$ cat src/rtl/core/assert_macros.svh
// ----------------------------------------------------------------------------
// assert_macros.svh
// shared concurrent assertion macros for the deframer rtl
// ----------------------------------------------------------------------------
`ifndef ASSERT_MACROS_SVH
`define ASSERT_MACROS_SVH

// same-cycle implication, disabled while in reset
`define ASSERT_IMP(lbl, clk, rst_n, ante, cons, msg) \
    lbl: assert property (@(posedge clk) disable iff (!rst_n) (ante) |-> (cons)) \
        else $error(msg);

// next-cycle implication, disabled while in reset
`define ASSERT_NEXT(lbl, clk, rst_n, ante, cons, msg) \
    lbl: assert property (@(posedge clk) disable iff (!rst_n) (ante) |=> (cons)) \
        else $error(msg);

`endif

$ cat src/rtl/core/sfd_pkg.sv
// ----------------------------------------------------------------------------
// sfd_pkg
// shared types, result codes and crc helpers for the stuffed frame deframer
// ----------------------------------------------------------------------------
`default_nettype none

package sfd_pkg;

    // result kinds
    localparam logic [1:0] KIND_DATA  = 2'd0;
    localparam logic [1:0] KIND_GOOD  = 2'd1;
    localparam logic [1:0] KIND_BAD   = 2'd2;
    localparam logic [1:0] KIND_ABORT = 2'd3;

    // configuration register indexes
    localparam int         CFG_AW        = 2;
    localparam logic [1:0] CFG_START     = 2'd0;
    localparam logic [1:0] CFG_END       = 2'd1;
    localparam logic [1:0] CFG_ESCAPE    = 2'd2;

    // mark reset values
    localparam logic [7:0] START_RST  = 8'h02;
    localparam logic [7:0] END_RST    = 8'h03;
    localparam logic [7:0] ESCAPE_RST = 8'h10;

    // field widths
    localparam int LEN_W = 9;

    // output queue sizing
    localparam int FIFO_DEPTH = 4;
    localparam int FIFO_PW    = $clog2(FIFO_DEPTH);
    localparam int FIFO_CW    = $clog2(FIFO_DEPTH + 1);

    // one result word
    typedef struct packed {
        logic [1:0]       kind;
        logic [7:0]       data;
        logic [LEN_W-1:0] len;
        logic             last;
    } result_t;

    // up to two results caused by one input word
    typedef struct packed {
        logic [1:0] n;
        result_t    r0;
        result_t    r1;
    } res_pair_t;

    // reflected poly 0x8408, one nibble per entry
    localparam logic [15:0] NIB_TAB [16] = '{
        16'h0000, 16'h1081, 16'h2102, 16'h3183, 16'h4204, 16'h5285, 16'h6306, 16'h7387,
        16'h8408, 16'h9489, 16'ha50a, 16'hb58b, 16'hc60c, 16'hd68d, 16'he70e, 16'hf78f
    };

    // fold one byte into the crc, low nibble first
    function automatic logic [15:0] crc_fold(input logic [15:0] crc, input logic [7:0] b);
        logic [15:0] t;
        t = {4'h0, crc[15:4]} ^ NIB_TAB[crc[3:0] ^ b[3:0]];
        t = {4'h0, t[15:4]} ^ NIB_TAB[t[3:0] ^ b[7:4]];
        return t;
    endfunction

endpackage

`default_nettype wire

$ cat src/rtl/core/stuffed_frame_deframer_crc16.sv
// ----------------------------------------------------------------------------
// stuffed_frame_deframer_crc16
// byte-stuffed frame receiver with crc-16 (reflected 0x8408) frame check
// ----------------------------------------------------------------------------
// One raw byte per cycle is taken on the slave side whenever the output queue
// has room for two results; with the master side always ready this sustains
// one word per cycle, and a byte that unstuffs to two results adds an extra
// output word. A result is registered in a four-entry result queue that also
// decouples input from output stalls. Each result carries the payload byte in
// tdata or a frame status (good, checksum error, overflow abort) in tuser, and
// tlast marks the last result of a byte.
`default_nettype none

module stuffed_frame_deframer_crc16 #(
    parameter int MAX_FRAME = 256
) (
    input  wire logic                       clk,
    input  wire logic                       rst_n,
    // configuration
    input  wire logic                       cfg_we,
    input  wire logic [sfd_pkg::CFG_AW-1:0] cfg_addr,
    input  wire logic [7:0]                 cfg_wdata,
    // raw serial bytes
    input  wire logic                       s_tvalid,
    output logic                            s_tready,
    input  wire logic [7:0]                 s_tdata,   // in_byte[7:0]
    // unstuffed results
    output logic                            m_tvalid,
    input  wire logic                       m_tready,
    output logic [23:0]                     m_tdata,   // data_byte[7:0], frame_length[16:8]
    output logic [1:0]                      m_tuser,   // kind[1:0]
    output logic                            m_tlast
);
    import sfd_pkg::*;

    logic      accept;
    res_pair_t pair;
    result_t   head;

    assign accept = s_tvalid && s_tready;

    // unstuffing and crc
    sfd_unstuff #(
        .MAX_FRAME (MAX_FRAME)
    ) u_unstuff (
        .clk       (clk),
        .rst_n     (rst_n),
        .cfg_we    (cfg_we),
        .cfg_addr  (cfg_addr),
        .cfg_wdata (cfg_wdata),
        .in_valid  (accept),
        .in_byte   (s_tdata),
        .res       (pair)
    );

    // result queue
    sfd_out_queue u_queue (
        .clk       (clk),
        .rst_n     (rst_n),
        .push      (pair),
        .room      (s_tready),
        .out_valid (m_tvalid),
        .out_ready (m_tready),
        .out_res   (head)
    );

    // output word packing
    assign m_tdata = {7'b0, head.len, head.data};
    assign m_tuser = head.kind;
    assign m_tlast = head.last;

endmodule

`default_nettype wire

$ cat src/rtl/core/sfd_unstuff.sv
// ----------------------------------------------------------------------------
// sfd_unstuff
// mark registers, frame state, unstuffing and crc check for one input word
// ----------------------------------------------------------------------------
`default_nettype none

module sfd_unstuff #(
    parameter int MAX_FRAME = 256
) (
    input  wire logic                      clk,
    input  wire logic                      rst_n,
    input  wire logic                      cfg_we,
    input  wire logic [sfd_pkg::CFG_AW-1:0] cfg_addr,
    input  wire logic [7:0]                cfg_wdata,
    input  wire logic                      in_valid,
    input  wire logic [7:0]                in_byte,
    output sfd_pkg::res_pair_t             res
);
    import sfd_pkg::*;
    `include "assert_macros.svh"

    localparam int             CNT_W   = $clog2(MAX_FRAME + 1);
    localparam logic [CNT_W-1:0] MAX_CNT = CNT_W'(MAX_FRAME);
    localparam logic [CNT_W-1:0] CNT_ONE = CNT_W'(1);

    localparam logic [1:0] MODE_IDLE = 2'd0;
    localparam logic [1:0] MODE_READ = 2'd1;
    localparam logic [1:0] MODE_ESC  = 2'd2;

    logic [7:0]       start_reg, end_reg, escape_reg;
    logic [1:0]       mode_reg, mode_next;
    logic [CNT_W-1:0] count_reg, count_next;
    logic [15:0]      crc_reg, crc_next;

    logic             a_en, abort_a, b_en, abort_b;
    logic [CNT_W-1:0] cnt_a, cnt_b;
    logic [15:0]      crc_a, crc_b;
    result_t          res_a, res_b;
    res_pair_t        pair;

    function automatic logic [LEN_W-1:0] len_of(input logic [CNT_W-1:0] v);
        logic [CNT_W+LEN_W-1:0] w;
        w = {{LEN_W{1'b0}}, v};
        return w[LEN_W-1:0];
    endfunction

    // configuration writes
    always_ff @(posedge clk or negedge rst_n)
    begin
        if (!rst_n)
        begin
            start_reg  <= START_RST;
            end_reg    <= END_RST;
            escape_reg <= ESCAPE_RST;
        end
        else if (cfg_we)
        begin
            unique case (cfg_addr)
                CFG_START:  start_reg  <= cfg_wdata;
                CFG_END:    end_reg    <= cfg_wdata;
                CFG_ESCAPE: escape_reg <= cfg_wdata;
                default:    ;
            endcase
        end
    end

    // first store: the held escape byte after an escape
    always_comb
    begin
        a_en    = (mode_reg == MODE_ESC) && (in_byte != start_reg) && (in_byte != end_reg);
        abort_a = a_en && (count_reg >= MAX_CNT);
        cnt_a   = (a_en && !abort_a) ? count_reg + CNT_ONE : count_reg;
        crc_a   = (a_en && !abort_a) ? crc_fold(crc_reg, escape_reg) : crc_reg;
        res_a.kind = abort_a ? KIND_ABORT : KIND_DATA;
        res_a.data = abort_a ? 8'h00 : escape_reg;
        res_a.len  = len_of(cnt_a);
        res_a.last = 1'b0;
    end

    // second store: the received word itself
    always_comb
    begin
        b_en    = ((mode_reg == MODE_ESC) && !abort_a && (in_byte != escape_reg)) ||
                  ((mode_reg == MODE_READ) && (in_byte != escape_reg) &&
                   (in_byte != end_reg));
        abort_b = b_en && (cnt_a >= MAX_CNT);
        cnt_b   = (b_en && !abort_b) ? cnt_a + CNT_ONE : cnt_a;
        crc_b   = (b_en && !abort_b) ? crc_fold(crc_a, in_byte) : crc_a;
        res_b.kind = abort_b ? KIND_ABORT : KIND_DATA;
        res_b.data = abort_b ? 8'h00 : in_byte;
        res_b.len  = len_of(cnt_b);
        res_b.last = 1'b0;
    end

    // next state and result selection
    always_comb
    begin
        mode_next  = mode_reg;
        count_next = cnt_b;
        crc_next   = crc_b;
        pair       = '0;
        unique case (mode_reg)
            MODE_READ:
            begin
                if (in_byte == escape_reg)
                begin
                    mode_next = MODE_ESC;
                end
                else if (in_byte == end_reg)
                begin
                    pair.n       = 2'd1;
                    pair.r0.kind = (crc_reg == 16'h0000) ? KIND_GOOD : KIND_BAD;
                    pair.r0.len  = len_of(count_reg);
                    mode_next    = MODE_IDLE;
                end
                else
                begin
                    pair.n    = 2'd1;
                    pair.r0   = res_b;
                    mode_next = abort_b ? MODE_IDLE : MODE_READ;
                end
            end
            MODE_ESC:
            begin
                pair.n    = {1'b0, a_en} + {1'b0, b_en};
                pair.r0   = a_en ? res_a : res_b;
                pair.r1   = res_b;
                mode_next = (abort_a || abort_b) ? MODE_IDLE : MODE_READ;
            end
            default:
            begin
                mode_next = MODE_IDLE;
                if (in_byte == start_reg)
                begin
                    mode_next  = MODE_READ;
                    count_next = '0;
                    crc_next   = 16'h0000;
                end
            end
        endcase

        // mark the final result of this word
        if (pair.n == 2'd1)
            pair.r0.last = 1'b1;
        if (pair.n == 2'd2)
            pair.r1.last = 1'b1;
        if (!in_valid)
            pair.n = 2'd0;
    end

    assign res = pair;

    // frame state
    always_ff @(posedge clk or negedge rst_n)
    begin
        if (!rst_n)
        begin
            mode_reg  <= MODE_IDLE;
            count_reg <= '0;
            crc_reg   <= 16'h0000;
        end
        else if (in_valid)
        begin
            mode_reg  <= mode_next;
            count_reg <= count_next;
            crc_reg   <= crc_next;
        end
    end

    // checks
    `ASSERT_IMP(a_two_only_esc, clk, rst_n, pair.n == 2'd2, mode_reg == MODE_ESC,
                "two results outside escape mode")
    `ASSERT_NEXT(a_abort_idle, clk, rst_n, in_valid && (abort_a || abort_b),
                 mode_reg == MODE_IDLE, "abort did not return to idle")
    `ASSERT_IMP(a_count_max, clk, rst_n, 1'b1, count_reg <= MAX_CNT,
                "byte count beyond maximum frame")

endmodule

`default_nettype wire

$ cat src/rtl/core/sfd_out_queue.sv
// ----------------------------------------------------------------------------
// sfd_out_queue
// small result queue: takes up to two results per cycle, gives one
// ----------------------------------------------------------------------------
`default_nettype none

module sfd_out_queue (
    input  wire logic               clk,
    input  wire logic               rst_n,
    input  wire sfd_pkg::res_pair_t push,
    output logic                    room,
    output logic                    out_valid,
    input  wire logic               out_ready,
    output sfd_pkg::result_t        out_res
);
    import sfd_pkg::*;
    `include "assert_macros.svh"

    localparam logic [FIFO_PW-1:0] PTR_ONE = FIFO_PW'(1);
    localparam logic [FIFO_CW-1:0] ROOM_MAX = FIFO_CW'(FIFO_DEPTH - 2);

    result_t            entry_reg [FIFO_DEPTH];
    logic [FIFO_PW-1:0] wr_ptr_reg, wr_ptr_next;
    logic [FIFO_PW-1:0] rd_ptr_reg, rd_ptr_next;
    logic [FIFO_CW-1:0] count_reg, count_next;
    logic               pop;

    assign room      = (count_reg <= ROOM_MAX);
    assign out_valid = (count_reg != '0);
    assign out_res   = entry_reg[rd_ptr_reg];
    assign pop       = out_valid && out_ready;

    // pointer and level update
    always_comb
    begin
        wr_ptr_next = wr_ptr_reg + FIFO_PW'(push.n);
        rd_ptr_next = pop ? rd_ptr_reg + PTR_ONE : rd_ptr_reg;
        count_next  = count_reg + FIFO_CW'(push.n) - FIFO_CW'(pop);
    end

    always_ff @(posedge clk or negedge rst_n)
    begin
        if (!rst_n)
        begin
            wr_ptr_reg <= '0;
            rd_ptr_reg <= '0;
            count_reg  <= '0;
        end
        else
        begin
            wr_ptr_reg <= wr_ptr_next;
            rd_ptr_reg <= rd_ptr_next;
            count_reg  <= count_next;
        end
    end

    // result storage
    always_ff @(posedge clk)
    begin
        if (push.n != 2'd0)
            entry_reg[wr_ptr_reg] <= push.r0;
        if (push.n == 2'd2)
            entry_reg[wr_ptr_reg + PTR_ONE] <= push.r1;
    end

    // checks
    `ASSERT_IMP(a_level, clk, rst_n, 1'b1, count_reg <= FIFO_CW'(FIFO_DEPTH),
                "queue level beyond depth")
    `ASSERT_IMP(a_push_room, clk, rst_n, push.n != 2'd0, room,
                "results pushed without room for two")

endmodule

`default_nettype wire

$ cat config.mk
export PLATFORM = sky130hd
export DESIGN_NAME = stuffed_frame_deframer_crc16
export DESIGN_NICKNAME = d
export VERILOG_FILES = /design/src/rtl/core/sfd_pkg.sv /design/src/rtl/core/stuffed_frame_deframer_crc16.sv /design/src/rtl/core/sfd_unstuff.sv /design/src/rtl/core/sfd_out_queue.sv
export VERILOG_INCLUDE_DIRS = /design/src /design/src/rtl/core
export SDC_FILE = /design/constraint.sdc
export NUM_CORES = 1
export LEC_CHECK = 0
export ABC_AREA = 0
export BUFFER_PORTS_ARGS = -buffer_cell sky130_fd_sc_hd__buf_2
export CORE_UTILIZATION = 53
export DETAILED_ROUTE_END_ITERATION = 12
export MAX_ROUTING_LAYER = met4
export PLACE_DENSITY = 0.68
export SLEW_MARGIN = 25
export SYNTH_ARGS = -nofsm -noshare
export SYNTH_HDL_FRONTEND = slang
export SYNTH_SLANG_ARGS = --single-unit
$ cat constraint.sdc
create_clock -name clk -period 12.5 [get_ports clk]
set_input_delay 0 -clock clk [delete_from_list [all_inputs] [get_ports clk]]
set_output_delay 0 -clock clk [all_outputs]
set_load 0.01 [all_outputs]
==> flow_summary.json, run 1 <==
{
  "netlist_area_mm2": 0.00867,
  "powerDensity_mw_per_mm2": 207,
  "die_height_um": 130,
  "cp.required_ns": 12.63,
  "cts_buffers": 17,
  "hold_class": "in -> reg",
  "clockRootBuffer": "clkbuf_16",
  "p_leak_nw": 3.45,
  "gr-total-overflow": 0,
  "cts_tree": "built",
  "htreeDepth": 4,
  "clkSlewWorstSetupHoldPaths_ns": 0.06,
  "largest_reg_flops": 80,
  "rsz0062_at_grt": "false",
  "ys_seq_area_share_pct": 44.5,
  "max_stage_delay_ns": 0.73,
  "power_mw": 2.00,
  "hold_end": "u_unstuff.start_reg[7]$_DFFE_PN0P_",
  "first_pass_iters": 6,
  "syn_to_final_growth_pct": 11.4,
  "reg2reg_depth": 13,
  "cts_resized": 0,
  "grt_max_degree": 59,
  "rows": 46,
  "cp_max_fo": 12,
  "holdPathStages": 3,
  "ant_nets": 0,
  "r2r_slack_ns": 8.05,
  "tns_ns": 0,
  "pre_cts_ws_ns": 7.78,
  "fin_util_pct": 60.6,
  "wl_met1_um": 9440,
  "clock_latency_ns": 0.42,
  "cts_buffer_depth": 2,
  "vias": 6720,
  "instances_no_fill": 1065,
  "synth-edff-count": 80,
  "die_w_um": 130,
  "dp_cells": 1023,
  "async_reset_ff_share_pct": 42.0,
  "maxCapViolations": 0,
  "worstSetupStartpointType": "flop",
  "drive_above_1_share_pct": 18.8,
  "synth_cell_types": 75,
  "worstPathCellList": "xnor2_1 > nand4_1 > nor2_1 > o31ai_1 > a21o_1 > inv_1 > ha_1 > nand2_1 > a21oi_1 > nand2_1 > and2_1 > o31ai_4 > buf_8",
  "postLayoutCellArea_mm2": 0.00965,
  "final-hold-violation-count": 0,
  "setup_violations": 0,
  "drtIter0Drc": 714,
  "final_nets": 870,
  "fin_ws_ns": 8.05,
  "crit_arrival_ns": 4.58,
  "vdd_drop_max_mv": 0.123,
  "met2_wirelength_um": 11200,
  "cpMaxStageDelayCell": "a21oi_1",
  "grt_pass1_wl_um": 35100,
  "start_util_pct": 54.4,
  "drc": 0,
  "critPathMostFrequentCell": "nand2_1",
  "antenna_cells": 0,
  "wl_met3_um": 1580,
  "finalWirelength_um": 22500,
  "r2r_end": "u_queue.entry_reg[0][4]$_DFFE_PP_",
  "wl_per_cell_um": 21.2,
  "ioPinCount": 52,
  "synthCells": 808,
  "fin_hold_ws_ns": 0.0595,
  "synthFlopType": "edfxtp_1",
  "vias_per_cell": 6.31,
  "grt_usage_pct": 28.7,
  "yosys_warnings": 0,
  "gp_congestion": 0.963,
  "grt_pass1_vias": 6476,
  "cp-end-kind": "flop",
  "ys_seq_elements": 138,
  "cts_sinks": 138,
  "status": "complete, no violations",
  "highest_layer": "met4",
  "clock_skew_ns": 0.00970,
  "dieArea_mm2": 0.0169,
  "antenna_found_initial": 0,
  "max_freq_mhz": 224,
  "syn_avg_cell_area_um2": 10.7,
  "max_slew_margin_pct": 33.8,
  "mostFrequentLayoutCell": "edfxtp_1",
  "io_buffers": 44,
  "path_class": "reg -> reg",
  "min_from": "cfg_addr[1]",
  "r2r_start": "u_unstuff.end_reg[0]$_DFFE_PN1P_",
  "startpoint": "u_unstuff.end_reg[0]$_DFFE_PN1P_",
  "min_period_over_period_pct": 35.6,
  "layout_common_cells": "edfxtp_1 (80), xnor2_1 (70), nand2_1 (63)",
  "slew_violations": 0,
  "worst_slew_pin_slew_ns": 0.993,
  "core_area_mm2": 0.0159,
  "dp_hpwl_um": 15700,
  "place_area_mm2": 0.00901,
  "fin_crit_ns": 4.45
}
[synthesized netlist by cell type (3+ instances only)]
library cell	count	area share (%)
edfxtp_1	80	28
xnor2_1	70	7.1
nand2_1	63	2.7
dfrtp_1	54	16
o21ai_0	53	3.1
nor2_1	44	1.9
nand3_1	38	2.2
a21oi_1	35	2.0
clkbuf_1	33	1.4
mux2_2	26	3.4
a211oi_1	25	2.2
mux2i_1	22	2.5
xor2_1	21	2.1
mux4_2	20	5.2
a22o_1	17	1.7
inv_1	16	0.69
nand4_1	14	1.0
a22oi_1	12	1.0
buf_4	12	1.0
buf_2	10	0.58
ha_1	10	1.4
o31ai_1	10	0.87
and2_1	9	0.65
nand2b_1	8	0.58
buf_6	7	0.91
nor4_1	6	0.43
a32o_1	5	0.58
and3_1	5	0.36
nor3_1	5	0.29
a2111oi_0	4	0.40
a21o_1	4	0.35
dfstp_2	4	1.2
o21a_1	4	0.35
o21ai_1	4	0.23
nor3b_1	3	0.26
[layer usage]
layer,up-vias,GRT usage (%)
met3,37,5.99
met2,303,46.1
li1,3052,-
met1,3328,36.5
met5,-,-
met4,0,8.89
[timing repair]
| action | 4_1_cts | 5_1_grt |
|---|---|---|
| hold endpoints to repair | 79 | 0 |
| setup buffers | 0 | 0 |
| hold buffers | 10 | 0 |
[cell type report]
| type | count | area [um^2] |
|---|---|---|
| clock buffers | 18 | 429 |
| clock inverters | 14 | 104 |
| fillers | 1322 | 6290 |
| inverters | 18 | 67.6 |
| multi-input cells | 593 | 4480 |
| flip-flops and latches | 138 | 3860 |
| well taps | 216 | 270 |
| repair buffers | 68 | 440 |
[where the power goes]
| part | switching [mW] | total (mW) | internal, mW |
|---|---|---|---|
| clock network | 0.195 | 0.465 | 0.270 |
| logic | 0.505 | 0.866 | 0.362 |
| registers | 0.0916 | 0.666 | 0.574 |
| total | 0.792 | 2.00 | 1.21 |
[worst max-delay path, delay by kind of cell (launching register included)]
kind / cells / cell delay (ns)
adder cells (fa/ha/maj): 1 / 0.12
AO/OA/AOI/OAI: 4 / 1.78
XOR/XNOR: 1 / 0.11
AND/OR/NAND/NOR: 5 / 1.29
flip-flops: 1 / 0.54
buffers and inverters: 2 / 0.31
[kinds of logic (layout without fill, tap and decap cells)]
family          after synthesis  count (layout)  synth area share, %
compound gates              201             201                 16.2
xor+xnor                     93              93                 9.57
fa+ha+maj                    11              11                 1.67
buf+inv                      83             118                 4.88
flops                       138             138                 44.5
mux                          68              68                 11.1
other cells                   1               7               0.0433
simple gates                213             213                 12.0
[worst max-delay path by stage]
stage,end,slack [ns],depth (start not counted)
finish,u_queue.entry_reg[0][4]$_DFFE_PP_,8.05,13
global route,u_queue.count_reg[2]$_DFF_PN0_,7.65,17
CTS,u_queue.entry_reg[1][15]$_DFFE_PP_,7.74,13
detailed placement,u_queue.entry_reg[1][16]$_DFFE_PP_,7.78,13
global placement,u_queue.entry_reg[1][15]$_DFFE_PP_,7.88,12
floorplan,u_queue.entry_reg[2][0]$_DFFE_PP_,8.04,12
(Power assumes the default switching activity.)
==> run 2: changes to the inputs <==
--- a/config.mk
+++ b/config.mk
@@ -11,7 +11,7 @@
 export CORE_UTILIZATION = 53
 export DETAILED_ROUTE_END_ITERATION = 12
 export MAX_ROUTING_LAYER = met4
-export PLACE_DENSITY = 0.68
+export PLACE_DENSITY = 0.71
 export SLEW_MARGIN = 25
 export SYNTH_ARGS = -nofsm -noshare
 export SYNTH_HDL_FRONTEND = slang
==> constraint.sdc (replaced) <==
create_clock -name clk -period 3.98 [get_ports clk]
set_input_delay 0 -clock clk [delete_from_list [all_inputs] [get_ports clk]]
set_output_delay 0 -clock clk [all_outputs]
set_load 0.01 [all_outputs]
==> flow_summary.json, run 2 (synthesis results as in run 1) <==
{
  "gr-total-overflow": 0,
  "clock_latency_ns": 0.43,
  "vias": 6855,
  "io_buffers": 44,
  "cts_tree": "built",
  "dieArea_mm2": 0.0169,
  "seqPwrFrac_pct": 32.7,
  "place_area_mm2": 0.00919,
  "syn_to_final_growth_pct": 13.7,
  "cp-end-kind": "flop",
  "min_period_over_period_pct": 93.2,
  "cts_buffer_depth": 2,
  "htreeDepth": 4,
  "first_pass_iters": 5,
  "clockRootBuffer": "clkbuf_16",
  "multi_input_area_mm2": 0.00448,
  "dp_hpwl_um": 16200,
  "pre_cts_ws_ns": 0.286,
  "layout_common_cells": "edfxtp_1 (80), xnor2_1 (69), nand2_1 (63)",
  "finalWirelength_um": 23200,
  "grt_pass1_vias": 6658,
  "clkSlewWorstSetupHoldPaths_ns": 0.06,
  "start_util_pct": 54.4,
  "clock_skew_ns": 0.00894,
  "fin_ws_ns": 0.269,
  "dp_cells": 1050,
  "antenna_found_initial": 0,
  "drc": 0,
  "grt_usage_pct": 29.7,
  "vias_per_cell": 6.28,
  "worst_slew_pin_slew_ns": 1.02,
  "slew_violations": 0,
  "ioPinCount": 52,
  "worstSetupStartpointType": "flop",
  "fin_crit_ns": 3.71,
  "max_slew_margin_pct": 31.7,
  "p_leak_nw": 3.59,
  "die_w_um": 130,
  "core_area_mm2": 0.0159,
  "cp.required_ns": 4.13,
  "p_sw_mw": 2.51,
  "die_height_um": 130,
  "tns_ns": 0,
  "p_int_mw": 3.85,
  "grt_pass1_wl_um": 36400,
  "maxCapViolations": 0,
  "path_class": "reg -> reg",
  "rows": 46,
  "power_mw": 6.36,
  "crit_arrival_ns": 3.87,
  "ant_nets": 0,
  "mostFrequentLayoutCell": "edfxtp_1",
  "drtIter0Drc": 600,
  "combPwrFrac_pct": 44.4,
  "grt_max_degree": 59,
  "hold_class": "in -> reg",
  "largest_reg_flops": 80,
  "wl_per_cell_um": 21.2,
  "setup_violations": 0,
  "final_nets": 898,
  "postLayoutCellArea_mm2": 0.00985,
  "cp_max_fo": 11,
  "cts_buffers": 17,
  "fin_util_pct": 61.8,
  "cts_sinks": 138,
  "drive_above_1_share_pct": 21.6,
  "max_freq_mhz": 269,
  "powerDensity_mw_per_mm2": 645,
  "fillers": 1292,
  "instances_no_fill": 1092,
  "rsz0062_at_grt": "false",
  "antenna_cells": 0,
  "gp_congestion": 0.941,
  "p_sw_share_pct": 39.4,
  "vdd_drop_max_mv": 0.386,
  "final-hold-violation-count": 0,
  "fin_hold_ws_ns": 0.0357,
  "seq_area_mm2": 0.00386,
  "status": "complete, no violations",
  "power_frac_clock_pct": 23.0
}
[run 2: changes by cell type in the layout (fill, tap and decap cells not counted), moves of 2 or more]
| cell | change |
|---|---|
| buf_4 | +29 |
| clkinv_4 | +2 |
| clkinv_1 | -3 |
| buf_8 | -2 |
| inv_6 | -2 |
[run 2: cell type report]
type / instances / area share (%)
Inverter: 18 / 0.686
Sequential cell: 138 / 39.2
Timing Repair Buffer: 96 / 6.49
Clock buffer: 18 / 4.36
Multi-Input combinational cell: 593 / 45.5
Clock inverter: 13 / 1.07
Tap cell: 216 / 2.74
[run 2: power groups by stage]
stage	combinational (mW)	clock [mW]	sequential, mW
finish	2.82	1.46	2.08
global placement	2.68	0	2.08
CTS	2.80	1.46	2.07
global route	3.08	1.52	2.11
detailed placement	2.76	0	2.10
floorplan	2.09	0	1.96
[run 2: what timing repair did]
item | in CTS | in global routing
hold buffers | 10 | 0
setup buffers | 0 | 0
endpoints found under the setup margin | 0 | 2
hold endpoints to repair | 79 | 0
gates resized for setup | 0 | 2
[run 2: final timing paths]
path | slack (ns) | start | end | cells after the start
max | 0.27 | u_unstuff.end_reg[1]$_DFFE_PN1P_ | u_queue.entry_reg[0][7]$_DFFE_PP_ | 14
min | 0.04 | cfg_addr[0] | u_unstuff.start_reg[6]$_DFFE_PN0P_ | 3
min in group asynchronous | 0.27 | rst_n | u_unstuff.escape_reg[2]$_DFFE_PN0P_ | 3
max reg2reg | 0.27 | u_unstuff.end_reg[1]$_DFFE_PN1P_ | u_queue.entry_reg[0][7]$_DFFE_PP_ | 14
max in group asynchronous | 3.18 | rst_n | u_unstuff.count_reg[4]$_DFFE_PN0P_ | 3
min reg2reg | 0.50 | u_queue.count_reg[2]$_DFF_PN0_ | u_queue.count_reg[2]$_DFF_PN0_ | 1
[run 2: worst max-delay path, cell delays in order (launching register included)]
cell and delay, ns:
dfstp_2 0.54, xnor2_1 0.07, nand4_1 0.14, nor2_1 0.08
buf_4 0.19, nor3_2 0.36, mux2_2 0.41, ha_1 0.20
and2_1 0.18, and2_1 0.16, a32oi_2 0.24, nor2_1 0.12
xnor2_2 0.19, a2111oi_0 0.47, a211oi_1 0.09
[run 2: metal layers]
layer / up-vias / global-route usage, % / wire length, um
met1: 3381 / 38.2 / 9850
li1: 3121 / - / -
met4: 0 / 10.5 / 472
met5: - / - / 0
met2: 302 / 47.2 / 11400
met3: 51 / 5.25 / 1420
